[src/hw/rtl/srtm_pkg.sv]
// shared constants and codes for the secure region table manager
package srtm_pkg;

  localparam int DEFAULT_REGION_SLOTS = 16;

  localparam int ADDR_W     = 64;
  localparam int MB_SHIFT   = 20;
  localparam int MB_W       = ADDR_W - MB_SHIFT;
  localparam int IDX_W      = 4;
  localparam int ACT_W      = 2;
  localparam int STATUS_W   = 3;
  localparam int MASK_W     = 16;
  localparam int COUNT_W    = 5;
  localparam int IN_DATA_W  = 136;
  localparam int OUT_DATA_W = 120;

  localparam logic [ADDR_W-1:0] MB_MASK   = 64'h0000_0000_000F_FFFF;
  localparam logic [ADDR_W-1:0] TOP_LIMIT = 64'hFFFF_FFFF_FFF0_0000;

  // request actions
  localparam logic [ACT_W-1:0] ACT_RESERVE  = 2'd0;
  localparam logic [ACT_W-1:0] ACT_ALLOCATE = 2'd1;
  localparam logic [ACT_W-1:0] ACT_FREE     = 2'd2;

  // result status codes
  localparam logic [STATUS_W-1:0] ST_OK       = 3'd0;
  localparam logic [STATUS_W-1:0] ST_INVALID  = 3'd1;
  localparam logic [STATUS_W-1:0] ST_RANGE    = 3'd2;
  localparam logic [STATUS_W-1:0] ST_BUSY     = 3'd3;
  localparam logic [STATUS_W-1:0] ST_NOSPACE  = 3'd4;
  localparam logic [STATUS_W-1:0] ST_NOTFOUND = 3'd5;
  localparam logic [STATUS_W-1:0] ST_NOPERM   = 3'd6;

endpackage

[src/hw/rtl/secure_region_table_manager_unit.sv]
// secure region table manager: sequencer, shared adder and comparators, slot table
// steps to out_tvalid on success: free is decode, free, finish; reserve is decode, sum,
//   round, reserve, finish; allocate is decode, sum, round, scan (one slot per
//   cycle), alloc, finish; one request at a time, in_tready is high only while
//   the sequencer idles, so no new request is taken before the result is loaded
// reset: synchronous, active low; slot 0 in use (static, range zero), count one,
//   all enables clear, no result pending
module secure_region_table_manager_unit
  import srtm_pkg::*;
#(
  parameter int REGION_SLOTS = DEFAULT_REGION_SLOTS
) (
  input  logic                  clk,
  input  logic                  rst_n,
  // request channel
  input  logic                  in_tvalid,
  output logic                  in_tready,
  // in_tdata, low bit up: region_index[3:0], start_address[63:0], region_size[63:0], pad
  input  logic [IN_DATA_W-1:0]  in_tdata,
  // in_tuser: action[1:0]
  input  logic [ACT_W-1:0]      in_tuser,
  // result channel
  output logic                  out_tvalid,
  input  logic                  out_tready,
  // out_tdata, low bit up: status[2:0], granted_region[3:0], range_start_mb[43:0],
  //   range_last_mb[43:0], enable_mask[15:0], used_count[4:0], pad
  output logic [OUT_DATA_W-1:0] out_tdata
);

  localparam int SLOT_W = $clog2(REGION_SLOTS);
  localparam int CNT_W  = $clog2(REGION_SLOTS + 1);
  localparam logic [SLOT_W-1:0] LAST_SLOT = SLOT_W'(REGION_SLOTS - 1);

  typedef enum logic [3:0] {
    S_IDLE,
    S_DECODE,
    S_SUM,
    S_ROUND,
    S_RESERVE,
    S_SCAN,
    S_ALLOC,
    S_FREE,
    S_FINISH
  } state_t;

  state_t state_r;

  // latched request
  logic [ACT_W-1:0]    act_r;
  logic [IDX_W-1:0]    idx_r;
  logic [ADDR_W-1:0]   st_r;
  logic [ADDR_W-1:0]   sz_r;

  // working registers
  logic [ADDR_W:0]     sum_r;      // start + size with carry
  logic [MB_W-1:0]     smb_r;      // first MiB
  logic [MB_W-1:0]     emb_r;      // MiB just past the range
  logic                have_range_r;
  logic [STATUS_W-1:0] status_r;
  logic [IDX_W-1:0]    granted_r;
  logic [SLOT_W-1:0]   scan_r;
  logic [SLOT_W-1:0]   free_r;
  logic                found_r;

  // slot table
  logic [REGION_SLOTS-1:0] used_r;
  logic [REGION_SLOTS-1:0] dyn_r;
  logic [REGION_SLOTS-1:0] enables_r;
  logic [MB_W-1:0]         start_r [REGION_SLOTS];
  logic [MB_W-1:0]         end_r   [REGION_SLOTS];
  logic [CNT_W-1:0]        count_r;

  // output register
  logic                  out_valid_r;
  logic [OUT_DATA_W-1:0] out_data_r;

  // shared datapath signals
  logic [SLOT_W-1:0] idx_slot;
  logic              idx_ok;
  logic [SLOT_W-1:0] rd_slot;
  logic [MB_W-1:0]   rd_start;
  logic [MB_W-1:0]   rd_end;
  logic [ADDR_W-1:0] add_a;
  logic [ADDR_W-1:0] add_b;
  logic [ADDR_W:0]   add_res;
  logic [MB_W-1:0]   cmp0_b;
  logic [MB_W-1:0]   cmp1_a;
  logic              cmp0_lt;
  logic              cmp1_lt;
  logic              scan_hit;

  assign idx_slot = SLOT_W'(idx_r);
  assign idx_ok   = (32'(idx_r) < REGION_SLOTS);

  // single table read port: scan pointer while scanning, request index otherwise
  assign rd_slot  = (state_r == S_SCAN) ? scan_r : idx_slot;
  assign rd_start = start_r[rd_slot];
  assign rd_end   = end_r[rd_slot];

  // shared 64-bit adder: end address, then round up to the next MiB
  assign add_a   = (state_r == S_SUM) ? st_r : sum_r[ADDR_W-1:0];
  assign add_b   = (state_r == S_SUM) ? sz_r : MB_MASK;
  assign add_res = {1'b0, add_a} + {1'b0, add_b};

  // shared comparator pair: overlap test while scanning, merge test on reserve
  assign cmp0_b  = (state_r == S_SCAN) ? rd_end : rd_start;
  assign cmp1_a  = (state_r == S_SCAN) ? rd_start : rd_end;
  assign cmp0_lt = (smb_r < cmp0_b);
  assign cmp1_lt = (cmp1_a < emb_r);
  assign scan_hit = used_r[scan_r] && cmp0_lt && cmp1_lt;

  assign in_tready  = (state_r == S_IDLE);
  assign out_tvalid = out_valid_r;
  assign out_tdata  = out_data_r;

  always_ff @(posedge clk) begin
    if (!rst_n) begin
      state_r     <= S_IDLE;
      out_valid_r <= 1'b0;
      used_r      <= REGION_SLOTS'(1);
      dyn_r       <= '0;
      enables_r   <= '0;
      count_r     <= CNT_W'(1);
      for (int i = 0; i < REGION_SLOTS; i++) begin
        start_r[i] <= '0;
        end_r[i]   <= '0;
      end
    end else begin
      // result beat taken; in the finish state the new beat is loaded instead
      if (out_valid_r && out_tready && (state_r != S_FINISH)) begin
        out_valid_r <= 1'b0;
      end

      case (state_r)
        S_IDLE: begin
          if (in_tvalid) begin
            act_r   <= in_tuser;
            idx_r   <= in_tdata[IDX_W-1:0];
            st_r    <= in_tdata[IDX_W +: ADDR_W];
            sz_r    <= in_tdata[IDX_W+ADDR_W +: ADDR_W];
            state_r <= S_DECODE;
          end
        end

        S_DECODE: begin
          have_range_r <= 1'b0;
          status_r     <= ST_INVALID;
          granted_r    <= ((act_r == ACT_RESERVE) || (act_r == ACT_FREE)) ? idx_r : '0;
          if (act_r == ACT_ALLOCATE) begin
            state_r <= S_SUM;
          end else if (act_r == ACT_RESERVE) begin
            state_r <= idx_ok ? S_SUM : S_FINISH;
          end else if (act_r == ACT_FREE) begin
            state_r <= idx_ok ? S_FREE : S_FINISH;
          end else begin
            // unknown action
            state_r <= S_FINISH;
          end
        end

        S_SUM: begin
          sum_r   <= add_res;
          state_r <= S_ROUND;
        end

        S_ROUND: begin
          if (sz_r == '0) begin
            status_r <= ST_INVALID;
            state_r  <= S_FINISH;
          end else if (sum_r[ADDR_W] || (sum_r[ADDR_W-1:0] > TOP_LIMIT)) begin
            // wrapped past the top of space or above the last whole MiB
            status_r <= ST_RANGE;
            state_r  <= S_FINISH;
          end else begin
            smb_r        <= st_r[ADDR_W-1:MB_SHIFT];
            emb_r        <= add_res[ADDR_W-1:MB_SHIFT];
            have_range_r <= 1'b1;
            scan_r       <= '0;
            found_r      <= 1'b0;
            free_r       <= '0;
            state_r      <= (act_r == ACT_RESERVE) ? S_RESERVE : S_SCAN;
          end
        end

        S_RESERVE: begin
          // enable goes on even when the kind check fails
          enables_r[idx_slot] <= 1'b1;
          if (used_r[idx_slot]) begin
            if (dyn_r[idx_slot]) begin
              status_r <= ST_BUSY;
            end else begin
              if ((rd_start == '0) || cmp0_lt) begin
                start_r[idx_slot] <= smb_r;
              end
              if (cmp1_lt) begin
                end_r[idx_slot] <= emb_r;
              end
              status_r <= ST_OK;
            end
          end else begin
            used_r[idx_slot]  <= 1'b1;
            dyn_r[idx_slot]   <= 1'b0;
            start_r[idx_slot] <= smb_r;
            end_r[idx_slot]   <= emb_r;
            count_r           <= count_r + CNT_W'(1);
            status_r          <= ST_OK;
          end
          state_r <= S_FINISH;
        end

        S_SCAN: begin
          if (scan_hit) begin
            status_r <= ST_BUSY;
            state_r  <= S_FINISH;
          end else begin
            // remember the lowest free slot
            if (!used_r[scan_r] && !found_r) begin
              free_r  <= scan_r;
              found_r <= 1'b1;
            end
            if (scan_r == LAST_SLOT) begin
              state_r <= S_ALLOC;
            end else begin
              scan_r <= scan_r + SLOT_W'(1);
            end
          end
        end

        S_ALLOC: begin
          if (!found_r) begin
            status_r <= ST_NOSPACE;
          end else begin
            enables_r[free_r] <= 1'b1;
            used_r[free_r]    <= 1'b1;
            dyn_r[free_r]     <= 1'b1;
            start_r[free_r]   <= smb_r;
            end_r[free_r]     <= emb_r;
            count_r           <= count_r + CNT_W'(1);
            granted_r         <= IDX_W'(free_r);
            status_r          <= ST_OK;
          end
          state_r <= S_FINISH;
        end

        S_FREE: begin
          if (!used_r[idx_slot]) begin
            status_r <= ST_NOTFOUND;
          end else if (!dyn_r[idx_slot]) begin
            // static slots stay put
            status_r <= ST_NOPERM;
          end else begin
            enables_r[idx_slot] <= 1'b0;
            used_r[idx_slot]    <= 1'b0;
            dyn_r[idx_slot]     <= 1'b0;
            start_r[idx_slot]   <= '0;
            end_r[idx_slot]     <= '0;
            if (count_r != '0) begin
              count_r <= count_r - CNT_W'(1);
            end
            status_r <= ST_OK;
          end
          state_r <= S_FINISH;
        end

        S_FINISH: begin
          // wait for the output register to free up
          if (!out_valid_r || out_tready) begin
            out_valid_r <= 1'b1;
            out_data_r  <= {
              (OUT_DATA_W - (STATUS_W + IDX_W + 2 * MB_W + MASK_W + COUNT_W))'(0),
              COUNT_W'(count_r),
              MASK_W'(enables_r),
              have_range_r ? (emb_r - MB_W'(1)) : MB_W'(0),
              have_range_r ? smb_r : MB_W'(0),
              granted_r,
              status_r
            };
            state_r <= S_IDLE;
          end
        end

        default: begin
          state_r <= S_IDLE;
        end
      endcase
    end
  end

endmodule
[config.mk]
export PLATFORM = sky130hd
export DESIGN_NAME = secure_region_table_manager_unit
export DESIGN_NICKNAME = d
export VERILOG_FILES = /design/src/hw/rtl/srtm_pkg.sv /design/src/hw/rtl/secure_region_table_manager_unit.sv
export SDC_FILE = /design/constraint.sdc
export NUM_CORES = 2
export LEC_CHECK = 0
export BUFFER_PORTS_ARGS = -buffer_cell sky130_fd_sc_hd__buf_2
export CAP_MARGIN = 20
export CORE_UTILIZATION = 50
export CTS_CLUSTER_SIZE = 40
export DETAILED_ROUTE_END_ITERATION = 10
export PLACE_DENSITY = 0.69
export SLEW_MARGIN = 5
export SYNTH_ARGS = -nofsm -noshare
export SYNTH_HDL_FRONTEND = slang
export SYNTH_SLANG_ARGS = --single-unit
[constraint.sdc]
create_clock -name clk -period 11.6 [get_ports clk]
set_input_delay 1.74 -clock clk [delete_from_list [all_inputs] [get_ports clk]]
set_output_delay 1.74 -clock clk [all_outputs]
set_load 0.1 [all_outputs]
==> reports/summary.txt <==
status: finished clean
Area Overhead vs Synth: 9.64%
Overall Global Routing Usage: 32.5%
RSZ-0062 raised after global routing: no
Top FF cell, synth: edfxtp_1
gp weighted congestion: 0.976
Final nets: 8420
IO Port Bufs: 255
post-route minimum period: 9.52 ns
Hold Vio Cnt, Final: 0
DRC errors left: 0
Via Count: 70800
HP Class: reg2reg
I/O pin cnt: 264
Ys Warns: 0
Initial Util: 50.5%
post-synth design cell area: 95300 um2
Final Max Tran Viols: 0
Core Region: 189000 um2
Worst-Margin Slew: 1.21 ns
fin worst setup slack: 2.08 ns
DR WL/cell: 29.7 um
htree depth: 4
hpwl dp: 192000 um
Max FO, Critical Path: 101
Setup Fix Bufs, Post-CTS: 0
dpl ws: 2.40 ns
top cell type's share of synthesized area: 57.6%
kind of critical path: reg2reg
CTS tree: yes
Distinct cells, synth: 85
crit path launch type: register
clock-pin slew on the worst setup and hold paths: 0.06 ns
Clock Tree Root: clkbuf_16
clock buffer depth: 3
layout cell share with drive strength beyond 1: 19.1%
Die Ht: 439 um
Clock Sink Count: 1886
asr flop ratio synth: 0%
Synth area leaders: edfxtp_1, a211oi_2, nand2_1
first-pass GRT wire length: 459000 um
via/cell ratio: 6.57
CTS Hold Bufs: 0
PwrDens: 153 nW/um2
CTS Buf Count: 190
Die Area: 192000 um2
period utilization: 82.1%
Final TNS setup: 0 ns
leakage power: 35.4 nW
initial antenna violation count: 25
antenna viol nets, final: 0
most frequent cells in the layout: edfxtp_1, nand2_1, nor2_1
Max Cap Viol: 0
setup violators final: 0
Yosys reg bits: 1886
fmax: 0.105 GHz
clk_lat worst skew: 0.87 ns
die width: 439 um
total congestion overflow: 0
Routed WL: 320000 um
Syn Area/Cell: 11.6 um2
Gate Count Post-Synth: 8198
relative slew slack: 18.5%
post-CTS sizing: 0
vias in the first global route: 66800
Detailed Route Iter0 Violations: 9300
worst path arrival time: 10.04 ns
commonest non-fill, non-tap cell in the layout: edfxtp_1
skew final: 0.0545 ns
cell row count: 159
Detailed Routing Iterations Pass 1: 7
Post-synth EDFFs: 1828
worst path required time: 12.12 ns
cell taking the most area after synthesis: edfxtp_1
largest net degree at the start of global routing: 161
sequential area share after synthesis: 58.8%
VDD IR max: 0.146 mV
Worst Setup End Kind: register
-- cells by family (layout without fill, tap and decap cells) --
logic type | Yosys count | in the layout | synth area share, %
AND/OR/NAND/NOR | 3307 | 3307 | 15.0
flip-flops | 1886 | 1886 | 58.8
AO/OA/AOI/OAI | 1701 | 1701 | 15.6
buffers and inverters | 801 | 873 | 4.01
multiplexers | 250 | 250 | 3.62
adder cells (fa/ha/maj) | 157 | 157 | 2.08
XOR/XNOR | 95 | 95 | 0.873
other | 1 | 14 | 0.00394
-- state kept, by name (all words and copies together), names as in the netlist, 16 cells and up --
signal / flops
end_r: 704
start_r: 704
out_tdata: 116
sum_r: 65
st_r: 64
sz_r: 64
emb_r: 44
smb_r: 44
dyn_r: 16
enables_r: 16
used_r: 16
-- worst paths after layout --
kind,startpoint,endpoint,slack (ns),depth (start not counted)
min,status_r[0]$_DFFE_PP_,out_tdata[0]$_DFFE_PP_,0.43,0
min reg2reg,status_r[0]$_DFFE_PP_,out_tdata[0]$_DFFE_PP_,0.43,0
max reg2reg,state_r[0]$_SDFFE_PN0P_,start_r[7][33]$_SDFFCE_PN0P_,2.08,19
max,state_r[0]$_SDFFE_PN0P_,start_r[7][33]$_SDFFCE_PN0P_,2.08,19
-- cell type report --
type	count	area (um2)
Fill cell	15600	84100
Sequential cell	1886	56100
Multi-Input combinational cell	5514	35900
Clock buffer	239	5020
Tap cell	2495	3120
Timing Repair Buffer	459	3120
Clock inverter	105	1010
Inverter	70	265
Antenna cell	10	25.0
-- worst max-delay path, cell delays in order (launching register included) --
cell,delay [ns]
dfxtp_1,0.69
nand4bb_4,0.75
mux2_8,0.90
buf_4,0.44
buf_12,0.46
a311oi_1,0.22
a311oi_1,0.65
a31oi_1,0.25
mux2i_1,0.21
ha_1,0.27
a21o_1,0.16
a21o_1,0.17
a21oi_1,0.23
o221ai_1,0.32
nor4_1,0.73
o311ai_1,0.26
a21oi_2,0.72
o21ai_0,0.31
nand3_4,0.71
buf_4,0.44
-- per-stage QoR --
stage / hold slack, ns / power [W] / util [%] / area, um2 / cells
floorplan: 0.400 / 0.00926 / - / 95300 / 8201
finish: 0.430 / 0.0160 / 55.4 / 104000 / 10800
global placement: 0.412 / 0.00998 / 52.2 / 98400 / 10400
detailed placement: 0.415 / 0.0100 / 52.2 / 98400 / 10400
global route: 0.437 / 0.0164 / 55.4 / 104000 / 10800
CTS: 0.431 / 0.0160 / 55.4 / 104000 / 10800
-- power breakdown --
| group | switching (W) | internal, W |
|---|---|---|
| Combinational | 0.00151 | 0.000564 |
| Sequential | 0.000115 | 0.00774 |
| Clock | 0.00266 | 0.00342 |
-- synth_stat cells (93+ instances only) --
cell type and count:
a211oi_2 600, clkbuf_1 441, o21ai_0 216, edfxtp_1 1828, nor2_1 862, buf_2 152, ha_1 155, mux2i_1 113
nand3_1 498, nand2_1 1466, a311oi_1 93, and3_1 114, and2_1 93, a211oi_1 123, a21oi_1 227
-- per-layer routing --
layer	up-vias	share of wire (%)	global-route usage, %
li1	30400	-	-
met1	34900	37	43.2
met2	4591	44	48.2
met3	871	12	8.75
met4	24	6.5	18.6
met5	-	0.051	0
No activity file was read; power rests on OpenSTA's default activity.
